$ cat config.mk
export PLATFORM = sky130hd
export DESIGN_NAME = mvpm_ram
export DESIGN_NICKNAME = d
export VERILOG_FILES = /design/src/mvpm_ram.sv
export SDC_FILE = /design/constraint.sdc
export NUM_CORES = 2
export LEC_CHECK = 0
export ABC_AREA = 1
export BUFFER_PORTS_ARGS = -buffer_cell sky130_fd_sc_hd__buf_2
export CAP_MARGIN = 40
export CELL_PAD_IN_SITES_DETAIL_PLACEMENT = 0
export CELL_PAD_IN_SITES_GLOBAL_PLACEMENT = 1
export CORE_ASPECT_RATIO = 0.75
export CORE_MARGIN = 4
export CORE_UTILIZATION = 47
export DETAILED_ROUTE_END_ITERATION = 10
export MAX_ROUTING_LAYER = met4
export PLACE_DENSITY_LB_ADDON = 0.15
export SYNTH_ARGS = -nofsm -noshare
export SYNTH_HDL_FRONTEND = slang
export SYNTH_SLANG_ARGS = --single-unit
$ cat constraint.sdc
create_clock -name clk -period 1.7 [get_ports clk]
set_input_delay 0.255 -clock clk [delete_from_list [all_inputs] [get_ports clk]]
set_output_delay 0.255 -clock clk [all_outputs]
set_load 0.02 [all_outputs]
$ cat src/mvpm_ram.sv
`timescale 1ns / 1ps
// ============================================================================
// mvpm_ram - generic simple dual-port RAM
// One write port and one read port, read data registered.
// ============================================================================
module mvpm_ram #(
  parameter int WIDTH  = 8,
  parameter int DEPTH  = 256,
  localparam int AW    = (DEPTH > 1) ? $clog2(DEPTH) : 1
) (
  input  logic             clk,
  input  logic             we,
  input  logic [AW-1:0]    waddr,
  input  logic [WIDTH-1:0] wdata,
  input  logic [AW-1:0]    raddr,
  output logic [WIDTH-1:0] rdata
);

  logic [WIDTH-1:0] mem_r [DEPTH];
  logic [WIDTH-1:0] rdata_r;

  always_ff @(posedge clk) begin
    if (we) begin
      mem_r[waddr] <= wdata;
    end
    rdata_r <= mem_r[raddr];
  end

  assign rdata = rdata_r;

endmodule

Yosys cells after proc, flatten, opt, wreduce, memory -nomap -nowiden
Memory sizes are Yosys's and may differ from the RTL's. A register that Yosys moved wholly into a read port is not among the register bits.
Cells that the tools add are included.

storage, ports and cells
  bits in writable memories = 2048
  memories = 1
  flip-flop bits (word level) = 0
  word-level logic and storage cells = 3
  output and inout port bits = 8
  bits of input ports = 26

memory list
  memory  depth  bits a word  read ports  clocked after memory_dff  wr ports  line  source
  mem_r   256    8            1           1                         1         19    logic [WIDTH-1:0] mem_r [DEPTH];

operators by class
  muxes and demuxes = 2

operator list
  cell    count
  $mux 1  2

Longest topological paths before layout
  depth after elaboration = 2
  depth in mapped cells = 15
  depth with buffers taken out = 11

Worst setup path after synthesis
No wires, ideal clock.

  kind = input to register
  start point = input we
  end point = memory mem_r[162][0], enable pin
  slack = -0.046 ns
  cell stages on the path = 4
  data arrival time = 1.376 ns
  buffers on the path = 2
  path through = clkbuf_1 -> nand3_1 -> clkbuf_1 -> nor2_1

between the ends
  longest elaborated chain between the ends = 2

RTL lines
  element                       line  source
  start, declared               12    input logic we,
  $mux 1                        23    if (we) begin
  $mux 1 (not written as such)  24    mem_r[waddr] <= wdata;
  end, declared                 19

No other way between the ends.

==> impl_summary.txt <==
----------------------------------------------------
[Run status]
  Outcome ... completed

[STA]
  Max transition margin ... 0.475
  Post-route minimum period ... about 1.7 ns
  Final number of max-transition violations ... 0
  Hold violation total from the final report ... 0
  Worst slew pin tran ... ~0.79 ns
  Final setup viols ... 0
  Unrepaired setup endpoints after global routing ... yes
  Fmax achieved ... between 500 and 600 MHz
  Period utilisation layout ... 0.994
  Final worst slack ... between 0.01 and 0.015 ns
  Worst clock skew on the final layout ... 0.0266 ns

[Clock network]
  Num CTS Buffers ... 196
  Later-pin clock latency in the skew report ... roughly 0.83 ns
  Maximum buffer depth of the clock tree ... 3
  Clock-pin slew of the registers on the worst-case setup and hold paths ... about 0.060 ns
  Maximum level of the CTS H-tree ... 4
  Clock root cell ... clkbuf_16
  TritonCTS clock tree ... yes
  Number of clock sinks ... approximately 2000
  Post-CTS Setup Inserts ... 0

[Yosys]
  Number of register bits inferred by synthesis ... 2056
  Share of flip-flops with an asynchronous set or reset ... 0
  Dominant cell type by area after synthesis ... edfxtp_1
  Mapped Area ... between 80000 and 90000 µm²
  Synth Net Count ... approximately 7000
  Dominant cell by count in the synthesized netlist ... nand2_1
  Count of distinct cell types in the synthesized netlist ... 14
  Share of Yosys cell area claimed by the top area cell type ... 0.737
  Fraction of the yosys area taken by sequential cells ... 0.739
  Mean instance size in the synthesized netlist ... ~12 µm²
  Warnings from Yosys ... 0
  Most frequent cells after synthesis ... nand2_1 (2123), edfxtp_1 (2048), nand3_1 (2019)
  Post-synth EDFFs ... 2048
  Most used DFF post-synth ... edfxtp_1
  Post-synthesis cell count ... 7003
  Largest cells by area after synthesis ... edfxtp_1 (74%), nand3_1 (12%), nand2_1 (9.6%)

[Critical path]
  Required time at the worst-slack endpoint ... ~2.4 ns
  Critical-path cell list ... nand2_1 -> nand3_1 -> nand3_1 -> nand3_1 -> nand3_2 -> nand3_2 -> nand3_2 -> nand2_1 -> nand2_2 -> nand2_1
  Highest net fanout along the worst path ... 2
  Slack of the worst reg-to-reg path ... between 0.01 and 0.015 ns
  Length in cells of the worst reg-to-reg path ... 10
  Category of the critical setup timing path ... reg -> reg
  Reg2reg start ... mem_r[22][2]$_DFFE_PP_
  Highest-delay cell along the critical path ... edfxtp_1
  Crit path DAT ... between 2 and 2.5 ns
  Critical path endpoint category ... flop
  Worst Setup SP ... mem_r[22][2]$_DFFE_PP_
  Startpoint class of the critical path ... flop
  Largest stage delay on the critical path ... around 0.37 ns
  Reg2reg end ... rdata[2]$_DFF_P_

[Die]
  Ports placed on the boundary ... 34
  DIE HEIGHT ... roughly 370 µm
  Overall die width ... slightly below 500 µm
  Total Die Area ... roughly 180000 µm²
  Rows ... approximately 130
  Effective utilization at floorplan ... 0.474
  Core region area ... 176000 µm²

[Flow run]
  Number of maximum-capacitance violations ... 0

[Global routing]
  Wire length of the first global-routing pass ... approximately 370000 µm
  Total GRT Usage ... 0.279
  Global-route congestion overflow total ... 0
  Pin count of the biggest net entering global routing ... between 80 and 90
  Antenna violations before repair ... 5
  Via count of the first global-routing pass ... 54007

[Place]
  Number of buffers inserted by port buffering ... 33
  HPWL after DPL ... 163000 µm
  Total cell area at the placement stage ... approximately 93000 µm²
  Routability Congestion ... 0.881
  Dpl ws ... -0.985 ns
  Cell Count Post-Placement ... roughly 9800

[Cells and area]
  Post-layout net count ... ~7600
  Synth-to-layout area growth ... 19.3%
  Filler Cells Inserted ... 14585
  Final non-filler cell area ... roughly 99000 µm²
  Layout cells sized above 1 ... 0.160
  Final standard cell count with taps included and fillers excluded ... just over 10000

[Power and ir drop]
  Leakage power summed over all cells ... about 36 nW
  Max VDD drop ... about 0.90 mV
  Design Power ... between 100 and 150 mW
  P per Cell Area ... 1070 nW/µm²

[Drt]
  Number of vias per cell ... 5.64
  Wirelength per Cell ... between 20 and 25 µm
  Length of the first detailed-routing pass in iterations ... 6
  Via count ... 57062
  ANT nets after route ... 0
  Detailed router's first-iteration violation count ... just over 7000
  Routed WL ... roughly 250000 µm
  DRC viols ... 0

[Hold path]
  Worst hold path type ... in -> reg
  Hold Crit Depth ... 6
  Endpoint of the worst hold-timing path ... rdata[3]$_DFF_P_
  Critical hold path startpoint ... raddr[6]

----------------------------------------------------
[cell families after synthesis]
family        synth area share
simple gates             0.229
flops                    0.739
buf+inv                 0.0312
[cell usage in the layout, fill, tap and decap left out, drive strengths merged]
cell,synthesis,routed
diode,0,3
buf,371,868
nor2,283,283
bufinv,0,17
nand2,2123,2123
dlygate4sd3,0,9
dfxtp,8,8
clkbuf,112,238
inv,39,47
clkinv,0,91
edfxtp,2048,2048
clkinvlp,0,6
nand3,2019,2019
[repair_timing]
item | 4_1_cts | 5_1_grt
pin swaps | 0 | 2
hold endpoints to repair | 391 | 0
hold buffers | 9 | 0
gates resized for setup | 47 | 64
setup endpoints to repair | 11 | 8
[worst max-delay path, delay by kind of cell (launching register included)]
family	cells	cell delay (ns)
flops	1	0.37
simple gates	10	1.19
[worst max-delay path by stage]
stage,slack [ns],endpoint
2_1_floorplan,-0.05,mem_r[162][0]$_DFFE_PP_
3_3_place_gp,-0.99,rdata[4]$_DFF_P_
3_5_place_dp,-0.98,rdata[2]$_DFF_P_
4_1_cts,0.002,rdata[3]
5_1_grt,-0.03,rdata[0]$_DFF_P_
6_report,0.01,rdata[2]$_DFF_P_
[stage by stage]
step	hold slack [ns]	TNS, ns	util
global placement	0.612	-110.50	0.527
detailed placement	0.611	-118.85	0.527
global route	0.0932	-0.0442	0.566
CTS	0.0100	0	0.564
floorplan	0.354	-9.33	-
finish	0.0807	0	0.566
[final cells by class]
class	instances	area, µm²	area share
multi-input combinational	4425	19700	0.198
clock inverter	122	1070	0.0107
inverter	39	180	0.00181
antenna	3	7.51	0.0000755
tap	2362	2960	0.0297
clock buffer	238	5110	0.0514
sequential	2056	61700	0.620
timing repair buffer	877	8790	0.0884
[state kept, by name, indices dropped and copies added (netlist names)]
name / flops
mem_r: 2048
rdata: 8
[per-layer routing]
layer / vias to the layer above / share of wire / global-route usage
met1: 28247 / 0.45 / 0.422
met4: 0 / 0.024 / 0.0660
met2: 2426 / 0.44 / 0.398
li1: 26080 / - / -
met5: - / 0 / -
met3: 309 / 0.085 / 0.0443
[power by group]
part	switching (mW)	leakage (nW)	internal, mW
registers	0.0444	18.5	55.8
logic	5.45	14.6	2.51
clock network	19.0	3.01	23.9
total	24.5	36.0	82.3
No activity file was read; power rests on OpenSTA's default activity.
