$ cat src/mvpm_pkg.sv
`timescale 1ns / 1ps
// ============================================================================
// mvpm_pkg - shared definitions for the multi-voice PCM mixer
// Command codes, channel field widths, default sizes and the result word
// that passes from the mixing sequencer to the output stage.
// ============================================================================
package mvpm_pkg;

  // Default sizes, handed to the top-level parameters.
  localparam int DEF_MAX_VOICES      = 16;
  localparam int DEF_NUM_SOUND_SLOTS = 8;
  localparam int DEF_SOUND_BYTES     = 16384;
  localparam int DEF_MAX_FRAGMENT    = 512;

  // Configuration register.
  localparam int FRAG_W     = 10;
  localparam int FRAG_RESET = 128;

  // Channel field widths.
  localparam int CMD_W      = 3;
  localparam int SND_IN_W   = 3;
  localparam int BOFF_W     = 14;
  localparam int BYTE_W     = 8;
  localparam int SLEN_W     = 15;
  localparam int VOICES_W   = 5;
  localparam int IN_DATA_W  = 40;
  localparam int OUT_DATA_W = 16;

  // Mix accumulator, wide enough for the largest voice count allowed.
  localparam int SUM_W = 16;

  localparam logic [CMD_W-1:0] CMD_LOAD   = 3'd0;
  localparam logic [CMD_W-1:0] CMD_LENGTH = 3'd1;
  localparam logic [CMD_W-1:0] CMD_START  = 3'd2;
  localparam logic [CMD_W-1:0] CMD_STOP   = 3'd3;
  localparam logic [CMD_W-1:0] CMD_SAMPLE = 3'd4;

  // Raw unsigned bytes are stored with the top bit flipped, as signed samples.
  localparam logic [BYTE_W-1:0] SIGN_FLIP = 8'h80;

  typedef struct packed {
    logic signed [SUM_W-1:0] sum;
    logic [VOICES_W-1:0]     voices;
  } mvpm_result_t;

endpackage

$ cat src/mvpm_out_stage.sv
`timescale 1ns / 1ps
// ============================================================================
// mvpm_out_stage - clamp and output register
// Maps the signed voice sum to an unsigned PCM byte and holds the result
// word until the downstream side takes it.
// ============================================================================
module mvpm_out_stage (
  input  logic                                clk,
  input  logic                                rst_n,
  input  mvpm_pkg::mvpm_result_t              res,
  input  logic                                res_load,
  output logic                                res_room,
  output logic                                out_tvalid,
  input  logic                                out_tready,
  // Fields from bit 0 up: mixed_sample (8), active_voices (5), zero fill.
  output logic [mvpm_pkg::OUT_DATA_W-1:0]     out_tdata
);
  import mvpm_pkg::*;

  localparam logic signed [SUM_W-1:0] PCM_HI = 16'sd255;
  localparam logic signed [SUM_W-1:0] PCM_LO = -16'sd256;
  localparam logic signed [SUM_W-1:0] BIAS   = 16'sd256;

  logic                    valid_r, valid_nxt;
  logic [BYTE_W-1:0]       pcm_r, pcm_nxt;
  logic [VOICES_W-1:0]     voices_r, voices_nxt;
  logic signed [SUM_W-1:0] biased;
  logic [BYTE_W-1:0]       pcm;

  always_comb begin
    biased = res.sum + BIAS;
    if (res.sum > PCM_HI) begin
      pcm = {BYTE_W{1'b1}};
    end else if (res.sum < PCM_LO) begin
      pcm = '0;
    end else begin
      pcm = biased[BYTE_W:1];
    end
  end

  assign res_room = !valid_r || out_tready;

  always_comb begin
    valid_nxt  = valid_r;
    pcm_nxt    = pcm_r;
    voices_nxt = voices_r;
    if (res_load) begin
      valid_nxt  = 1'b1;
      pcm_nxt    = pcm;
      voices_nxt = res.voices;
    end else if (out_tready) begin
      valid_nxt = 1'b0;
    end
  end

  always_ff @(posedge clk) begin
    if (!rst_n) begin
      valid_r <= 1'b0;
    end else begin
      valid_r <= valid_nxt;
    end
    pcm_r    <= pcm_nxt;
    voices_r <= voices_nxt;
  end

  assign out_tvalid = valid_r;
  assign out_tdata  = {{(OUT_DATA_W - VOICES_W - BYTE_W){1'b0}}, voices_r, pcm_r};

endmodule

$ cat config.mk
export PLATFORM = sky130hd
export DESIGN_NAME = mvpm_out_stage
export DESIGN_NICKNAME = d
export VERILOG_FILES = /design/src/mvpm_pkg.sv /design/src/mvpm_out_stage.sv
export SDC_FILE = /design/constraint.sdc
export NUM_CORES = 1
export LEC_CHECK = 0
export BUFFER_PORTS_ARGS = -buffer_cell sky130_fd_sc_hd__buf_2
export CAP_MARGIN = 10
export CORE_MARGIN = 1.5
export CORE_UTILIZATION = 35
export CTS_CLUSTER_SIZE = 28
export DETAILED_ROUTE_END_ITERATION = 7
export PLACE_DENSITY_LB_ADDON = 0.3
export SLEW_MARGIN = 20
export SYNTH_ARGS = -nofsm -noshare
export SYNTH_HDL_FRONTEND = slang
export SYNTH_SLANG_ARGS = --single-unit
$ cat constraint.sdc
create_clock -name clk -period 2.9 [get_ports clk]
set_input_delay 0.145 -clock clk [delete_from_list [all_inputs] [get_ports clk]]
set_output_delay 0.145 -clock clk [all_outputs]
set_load 0.005 [all_outputs]
== Word-level counts from Yosys, hierarchy flattened ==
Cells that the tools add are included.

* Flip-flop bits (word level): 14
* Bits of input ports: 25
* Output and inout bits: 18

* Add/sub/neg operators: 1
* Magnitude comparators: 2
* Muxes and demuxes: 3
* Reduce and logical (&&, ||, !) cells: 3

{| class="wikitable"
|+ Operator list
! kind !! count
|-
| 16-bit by 9-bit greater-than comparator with 1-bit output (second input constant) || 1
|-
| 16-bit by 9-bit < comparator with 1-bit output (second input constant) || 1
|-
| 9-bit adder (second input constant) || 1
|-
| 8-bit 2-to-1 mux || 1
|-
| 1-bit 2-to-1 mux || 2
|-
| 2-bit nonzero test || 1
|-
| 1-bit zero test || 1
|-
| 1-bit logical OR || 1
|}

== Longest topological paths before layout ==
Gate-level depths: netlist of run 1.

* Word-level depth: 2
* Gate-level depth with buffers: 4

== Least setup slack after synthesis of run 1 ==
Ideal clock, no wire load.

* Path type: input to register
* From: in res[18] in the netlist's numbering
* To: reg pcm_r[0] (data pin)
* Setup time: 0.262 ns
* Data arrival time: 1.098 ns
* Required time: 2.638 ns
* Path slack: 1.541 ns
* Cell stages on the path: 4
* Buffers on the path: 1
* Cell sequence: or4_1 clkbuf_2 nor4_1 o2bb2ai_1

* Longest elaborated chain between the ends: 2
* Elaborated cells between the ends (all ways): 3
* Those cells by class: order compare: 2; mux: 1

{| class="wikitable"
|+ Ends and longest elaborated chain
! element !! RTL line !! source
|-
| start: declaration || mvpm_out_stage.sv:10 || <nowiki>input mvpm_pkg::mvpm_result_t res,</nowiki>
|-
| 16-bit by 9-bit < comparator with 1-bit output || mvpm_out_stage.sv:34 || <nowiki>end else if (res.sum < PCM_LO) begin</nowiki>
|-
| 8-bit 2-to-1 mux || mvpm_out_stage.sv:34 ||
|-
| end signal: assignment || mvpm_out_stage.sv:62 || <nowiki>pcm_r <= pcm_nxt;</nowiki>
|-
| end: declaration || mvpm_out_stage.sv:25 || <nowiki>logic [BYTE_W-1:0] pcm_r, pcm_nxt;</nowiki>
|}

Several ways; a longest one is shown, not always the timed one.
A chain may end at the register's enable or synchronous reset.

== Worst setup path after layout of run 1 ==
* From: in res[18] in the netlist's numbering
* To: reg pcm_r[2] (data pin)

The elaborated chain is that of the path after synthesis.

==> results.tsv, run 1 <==
metric	value	unit
synth_area	608.1	µm²
rsz0062_at_grt	false	
clk_path_buf_depth	2	
cp.depth	4	
drc_errors	4	
synth_seq_cells	14	
viasPerCell	5.041	
fin_ws	1.620	ns
power.density	486.6	nW/µm²
place_congestion	0.6667	
postSynthCellCount	45	
final_max_slew_viol_count	0	
end_kind	flip-flop	
grt_pass1_vias	387	
ys_warn_count	0	
avgSynthCellArea	13.51	µm²
use_met3	2.857	%
synthDominantCellAreaShare	64.20	%
total_power	395.7	µW
clock-sinks	14	
io_buffers	38	
grt_use_met2	17.10	%
io_pins	43	
worstSetupPathType	in2reg	
fmax	781.3	MHz
final_common_cell	buf_2	
cts_tree	done	
clk_pin_slew	0.08	ns
clock_latency	0.26	ns
overflow	0	
period_minus_slack	1.280	ns
status	complete, but fails checks	
vias	494	
rows	14	
wl_per_cell	10.43	µm
grt_usage	10.82	%
critPathTopFamily	simple AND/OR/NAND/NOR gates	
dieHeight	44.68	µm
crit_chain	buf_2, or4_1, nor4_1, o2bb2ai_1	
required	2.92	ns
violations	design-rule violations	
nNetsFinal	108	
setup_tns	0	ns
drive_gt1_share	51.22	%
met1_usage	11.20	%
cp_slowest_cell	or4_1	
clock_skew	0	ns
cts_resized	0	
cts_hold_buf	0	
worstSetupStartpointType	input port	
start_util	39.00	%
htreeDepth	1	
ys_types	16	
grt.busiest_layer	met2	
antenna_found_initial	0	
crit_fanout	7	
hp-class	in2reg	
cap_violations	0	
totalWireLength	1.022	mm
grt_max_degree	15	
grt_pass1_wl	1.511	mm
p_leak	0.3392	nW
layout_common_cells	38 x buf_2, 13 x edfxtp_1, 7 x nor4_1, 7 x o2bb2ai_1	
numCtsBuffers	3	
dp_slack	1.356	ns
fp.dieW	44.68	µm
reg2regPathDepth	2	
ir_drop	139.0	µV
fin_crit_sh	44.14	%
critPathMaxStageDelay	0.64	ns
hold_depth	1	
setup_violations	0	
crit_arrival	1.30	ns
die_area	1996	µm²
path_buf_inv	1	
whs	0.04557	ns
final_util	52.17	%
cts_root_buffer	clkbuf_4	
antenna_cells	0	
yosysTopAreaCell	edfxtp_1	
area_growth	33.74	%
yosys-top-cells-area	edfxtp_1 64%, o2bb2ai_1 10%, nor4_1 7.2%	
core	1559	µm²
first_pass_iters	5	
drt_iter0_drc	11	
ant_nets	0	
cts_setup_buffers	0	
hold_viol	0	
ys_seq_area_share	67.49	%
kinds of logic (layout without fill, tap and decap cells):
logic type,after synthesis,in the layout,synth area share (%)
buffers and inverters,9,44,7.612
flip-flops,14,14,67.49
AND/OR/NAND/NOR,13,13,12.96
other,1,3,0.6167
AO/OA/AOI/OAI,8,8,11.32
registers in the layout, indices dropped and copies added (netlist names):
register and flops:
pcm_r 8, voices_r 5, out_tvalid 1
cell usage after synthesis (all sizes together):
cell type,instances
or4,1
nor2,1
nand4,1
conb,1
dfxtp,1
nor4,7
a21boi,1
inv,2
or2,1
o2bb2ai,7
clkbuf,4
nand2b,1
edfxtp,13
buf,3
nand3,1
stage by stage:
stage | area [µm²] | instances
3_3_place_gp | 787.0 | 94
2_1_floorplan | 615.6 | 47
3_5_place_dp | 787.0 | 94
4_1_cts | 813.3 | 98
5_1_grt | 813.3 | 98
6_report | 813.3 | 98
power by group:
group	switching, mW	leakage (nW)	internal, mW
Combinational	0.0238	0.189	0.0245
Clock	0.0533	0.0150	0.0532
Sequential	0.00319	0.136	0.238
Total	0.0803	0.339	0.315
per-layer routing:
metal / part of all wire, % / vias to the layer above
li1: - / 245
met4: 1.6 / 0
met2: 45 / 35
met5: 0 / -
met3: 14 / 2
met1: 39 / 212
area by class of cell:
cell class / instances / area, µm²
clock buffer: 4 / 26.28
inverter: 2 / 7.507
fill: 136 / 745.7
multi-input combinational: 24 / 158.9
sequential: 14 / 410.4
tap: 16 / 20.02
timing repair buffer: 38 / 190.2
path summary, 6_finish.rpt:
path	to	startpoint	slack (ns)
max	pcm_r[2]$_SDFFCE_PN1P_	res[18]	1.62
min	voices_r[1]$_DFFE_PP_	res[1]	0.05
max reg2reg	out_tvalid$_SDFFE_PN0P_	out_tvalid$_SDFFE_PN0P_	2.30
min reg2reg	out_tvalid$_SDFFE_PN0P_	out_tvalid$_SDFFE_PN0P_	0.50
No activity file was read; power rests on OpenSTA's default activity.
==> inputs of run 2 (changes only) <==
Settings changed: ABC_AREA set to 1, CORE_UTILIZATION 35 to 34.
Clock period 2.9 ns to 1 ns, I/O delays scaled along.
==> results.tsv, run 2 <==
metric	value	unit
clock_latency	0.27	ns
setup_tns	0	ns
first_pass_iters	4	
clock_skew	0	ns
synthArstFlopShare	0	%
ir_drop	660.4	µV
ys_warn_count	0	
yosysTopAreaCell	edfxtp_1	
dp_hpwl	786	µm
io_pins	43	
hp-class	in2reg	
numCtsBuffers	3	
clk_pin_slew	0.08	ns
cp_slowest_cell	edfxtp_1	
synth_seq_cells	14	
period_minus_slack	0.8256	ns
place_inst	104	
reg2regPathDepth	2	
fin_crit_sh	82.56	%
layout.cells.non_filler	113	
avgSynthCellArea	11.36	µm²
worstSetupStartpointType	flip-flop	
drc_errors	0	
cts_root_buffer	clkbuf_4	
top_register	pcm_r	
die_area	1960	µm²
fp.dieW	44.28	µm
dieHeight	44.28	µm
largest_reg_flops	8	
cts_tree	done	
synthDominantCellAreaShare	67.39	%
grt.busiest_layer	met2	
grt_pass1_wl	1.518	mm
io_buffers	38	
fmax	1211	MHz
met1_usage	12.04	%
final_common_cell	buf_2	
rsz0062_at_grt	false	
totalWireLength	1.046	mm
wl_per_cell	9.257	µm
cap_violations	0	
grt_use_met2	17.35	%
final_max_slew_viol_count	0	
overflow	0	
crit_chain	buf_2	
grt_pass1_vias	397	
postSynthCellCount	51	
drt_iter0_drc	5	
crit_fanout	1	
crit_arrival	0.78	ns
hold_depth	2	
htreeDepth	1	
grt_usage	11.14	%
drive_gt1_share	45.36	%
synth_area	579.3	µm²
clk_path_buf_depth	2	
grt_max_degree	15	
layout_common_cells	38 x buf_2, 21 x nand2_1, 13 x edfxtp_1	
antenna_cells	0	
status	finished clean	
vias	474	
setup_violations	0	
rows	14	
total_power	1.259	mW
core	1541	µm²
ys_seq_area_share	70.84	%
nNetsFinal	123	
r2r-start	out_tvalid$_SDFFE_PN0P_	
antenna_found_initial	0	
critPathMaxStageDelay	0.37	ns
synth_ff_type	edfxtp_1	
yosysMostFrequentCell	nand2_1	
place_congestion	0.6183	
hold_start	rst_n	
ys_types	10	
worstSetupPathType	reg2out	
p_leak	0.4233	nW
synth_commonest_cells	21 x nand2_1, 13 x edfxtp_1, 5 x nor2_1	
synth_edf_count	13	
required	0.95	ns
use_met3	5.306	%
clock-sinks	14	
viasPerCell	4.195	
ant_nets	0	
cp.depth	1	
power.density	1463	nW/µm²
cts_setup_buffers	0	
end_kind	output port	
start_util	37.58	%
crit_start	pcm_r[6]$_SDFFCE_PN1P_	
yosys-top-cells-area	edfxtp_1 67%, nand2_1 14%, buf_4 3.9%	
path_buf_inv	1	
hold_viol	0	
area_growth	48.60	%
critPathTopFamily	flip-flops	
==> run 2: final timing paths <==
kind | end | slack, ns
setup / recovery | out_tdata[6] | 0.17
hold / removal | out_tvalid$_SDFFE_PN0P_ | 0.03
setup reg to reg | out_tvalid$_SDFFE_PN0P_ | 0.41
hold reg to reg | out_tvalid$_SDFFE_PN0P_ | 0.49
==> run 2: through the flow <==
stage / util [%] / setup WS (ns) / cell area [µm²] / hold slack (ns)
floorplan: - / 0.2668 / 586.8 / 0.1489
global route: 55.84 / 0.1363 / 860.8 / 0.04493
CTS: 55.84 / 0.1608 / 860.8 / 0.01743
global placement: 50.24 / 0.08909 / 774.5 / 0.2282
finish: 55.84 / 0.1744 / 860.8 / 0.02636
detailed placement: 50.24 / 0.08262 / 774.5 / 0.2288
==> run 2: per-layer routing <==
metal | vias up | routed length (µm)
met2 | 33 | 428
met5 | - | 0
met4 | 0 | 13
met1 | 189 | 444
li1 | 250 | -
met3 | 2 | 159
==> run 2: what timing repair did <==
action | in CTS | in global routing
endpoints found under the hold margin | 5 | 0
hold buffers | 5 | 0
resized for setup | 0 | 0
==> run 2: area by class of cell <==
class,instances,area (µm²)
inverters,4,15.01
repair buffers,43,240.2
flip-flops and latches,14,410.4
well taps,16,20.02
multi-input cells,32,138.9
fillers,150,680.7
clock buffers,4,36.28
==> run 2: cells by family (layout without fill, tap and decap cells) <==
family                 Yosys count  in the layout  share of synthesized area, %
and+or+nand+nor                 27             27                         17.93
DFF                             14             14                         70.84
buffers and inverters            7             51                         6.478
AOI/OAI and AO/OA                2              2                         4.105
other                            1              3                        0.6473
==> run 2: where the power goes <==
part           internal [mW]  leakage, nW  switching [mW]  total [mW]
registers              0.692        0.136         0.00874       0.701
logic                 0.0902        0.266          0.0781       0.168
clock network          0.221       0.0210           0.169       0.390
==> inputs of run 3 (changes only) <==
Settings changed: ABC_AREA 1 to 0, CORE_UTILIZATION 34 to 35.
Clock period 1 ns to 0.8 ns, I/O delays scaled along.
==> results.tsv, run 3 (same netlist as run 1, synthesis figures left out) <==
metric	value	unit
cts_tree	done	
nNetsFinal	115	
reg2reg_to	out_tvalid$_SDFFE_PN0P_	
viasPerCell	5.181	
clk_pin_slew	0.08	ns
largest_reg_flops	8	
worstSetupPathType	in2reg	
dp_hpwl	898.3	µm
period_minus_slack	1.060	ns
fmax	943.8	MHz
r2r-start	out_tvalid$_SDFFE_PN0P_	
reg2reg_slack	0.08	ns
first_pass_iters	5	
fin_crit_sh	132.4	%
hold_viol	0	
worstSetupStartpointType	input port	
core	1559	µm²
drt_iter0_drc	8	
numCtsBuffers	3	
final_max_slew_viol_count	0	
ant_nets	0	
required	0.82	ns
io_buffers	38	
place_congestion	0.6365	
grt_usage	14.42	%
overflow	0	
ir_drop	555.0	µV
final_common_cell	buf_2	
cts_root_buffer	clkbuf_4	
area_growth	58.02	%
power.density	1559	nW/µm²
drc_errors	5	
crit_fanout	7	
fp.dieW	44.68	µm
grt_pass1_vias	539	
io_pins	43	
antenna_found_initial	0	
place_inst	95	
antenna_cells	0	
clock_latency	0.26	ns
crit_chain	buf_6, or4_4, nor4_2, o2bb2ai_1	
cap_violations	0	
vias	544	
die_area	1996	µm²
hold_start	rst_n	
status	complete, but fails checks	
total_power	1.499	mW
dp_slack	-0.5455	ns
clk_path_buf_depth	2	
grt_pass1_wl	2.028	mm
crit_arrival	1.08	ns
cp_slowest_cell	or4_4	
fin_ws	-0.2595	ns
hp-class	in2reg	
reg2regPathDepth	3	
drive_gt1_share	59.55	%
top_register	pcm_r	
clock_skew	0	ns
start_util	39.00	%
layout_common_cells	36 x buf_2, 13 x edfxtp_1, 7 x o2bb2ai_1	
grt_max_degree	15	
layout.cells.non_filler	105	
end_kind	flip-flop	
hold_end	out_tvalid$_SDFFE_PN0P_	
wl_per_cell	12.38	µm
hold_depth	2	
rows	14	
totalWireLength	1.300	mm
critPathMaxStageDelay	0.60	ns
clock-sinks	14	
htreeDepth	1	
p_leak	0.3868	nW
dieHeight	44.68	µm
rsz0062_at_grt	true	
whs	0.01695	ns
violations	design-rule violations, negative setup slack	
setup_violations	10	
run 3: changes by cell type in the layout (fill, tap and decap cells not counted), moves of 2 or more:
| cell | before | now |
|---|---|---|
| nand2_1 | 21 | 0 |
| o2bb2ai_1 | 0 | 7 |
| nor4_2 | 0 | 6 |
| nor2_1 | 5 | 1 |
| buf_2 | 38 | 36 |
| buf_6 | 0 | 2 |
| inv_1 | 4 | 2 |
run 3: layer usage:
metal  vias up  track usage (%)  part of all wire [%]
met1       249            13.87                    36
li1        257                -                     -
met3         2            2.449                    12
met4         0            10.91                   1.5
met2        36            26.67                    51
met5         -                0                     0
run 3: area by class of cell:
| class | count | area, µm² |
|---|---|---|
| timing repair buffer | 45 | 280.3 |
| tap | 16 | 20.02 |
| clock inverter | 1 | 3.754 |
| fill | 128 | 598.1 |
| multi-input combinational | 24 | 215.2 |
| inverter | 2 | 7.507 |
| sequential | 14 | 411.6 |
| clock buffer | 3 | 22.52 |
run 3: per-stage QoR:
step | util, % | instance area [µm²] | TNS (ns)
after global placement | 54.82 | 854.6 | -3.621
final | 61.64 | 960.9 | -1.751
after detailed placement | 54.82 | 854.6 | -3.728
after CTS | 60.67 | 945.9 | -1.653
after floorplan | - | 671.9 | -3.102
after global routing | 61.64 | 960.9 | -2.446
run 3: how the worst max path moves through the flow:
stage	start	endpoint	slack, ns	cells after the start
after floorplan	res[18]	pcm_r[0]$_SDFFCE_PN1P_	-0.44	4
after global placement	res[18]	pcm_r[5]$_SDFFCE_PN1P_	-0.53	4
after detailed placement	res[18]	pcm_r[6]$_SDFFCE_PN1P_	-0.55	4
after CTS	res[18]	pcm_r[6]$_SDFFCE_PN1P_	-0.23	4
after global routing	res[18]	pcm_r[4]$_SDFFCE_PN1P_	-0.28	4
final	res[18]	pcm_r[1]$_SDFFCE_PN1P_	-0.26	4
run 3: worst max-delay path, delay by kind of cell:
kind            cells  cell delay [ns]
simple gates        2             0.85
buf+inv             1             0.09
compound gates      1             0.09
run 3: where the power goes:
part	switching [mW]	internal (mW)	leakage, nW
Sequential	0.0115	0.862	0.136
Clock	0.203	0.180	0.0154
Combinational	0.113	0.128	0.236
Total	0.328	1.17	0.387
run 3: what timing repair did:
item                                    CTS  global route
hold endpoints to repair                  5             0
setup buffers                             1             0
hold buffers                              5             0
endpoints found under the setup margin   19            22
gates resized for setup                   2             3
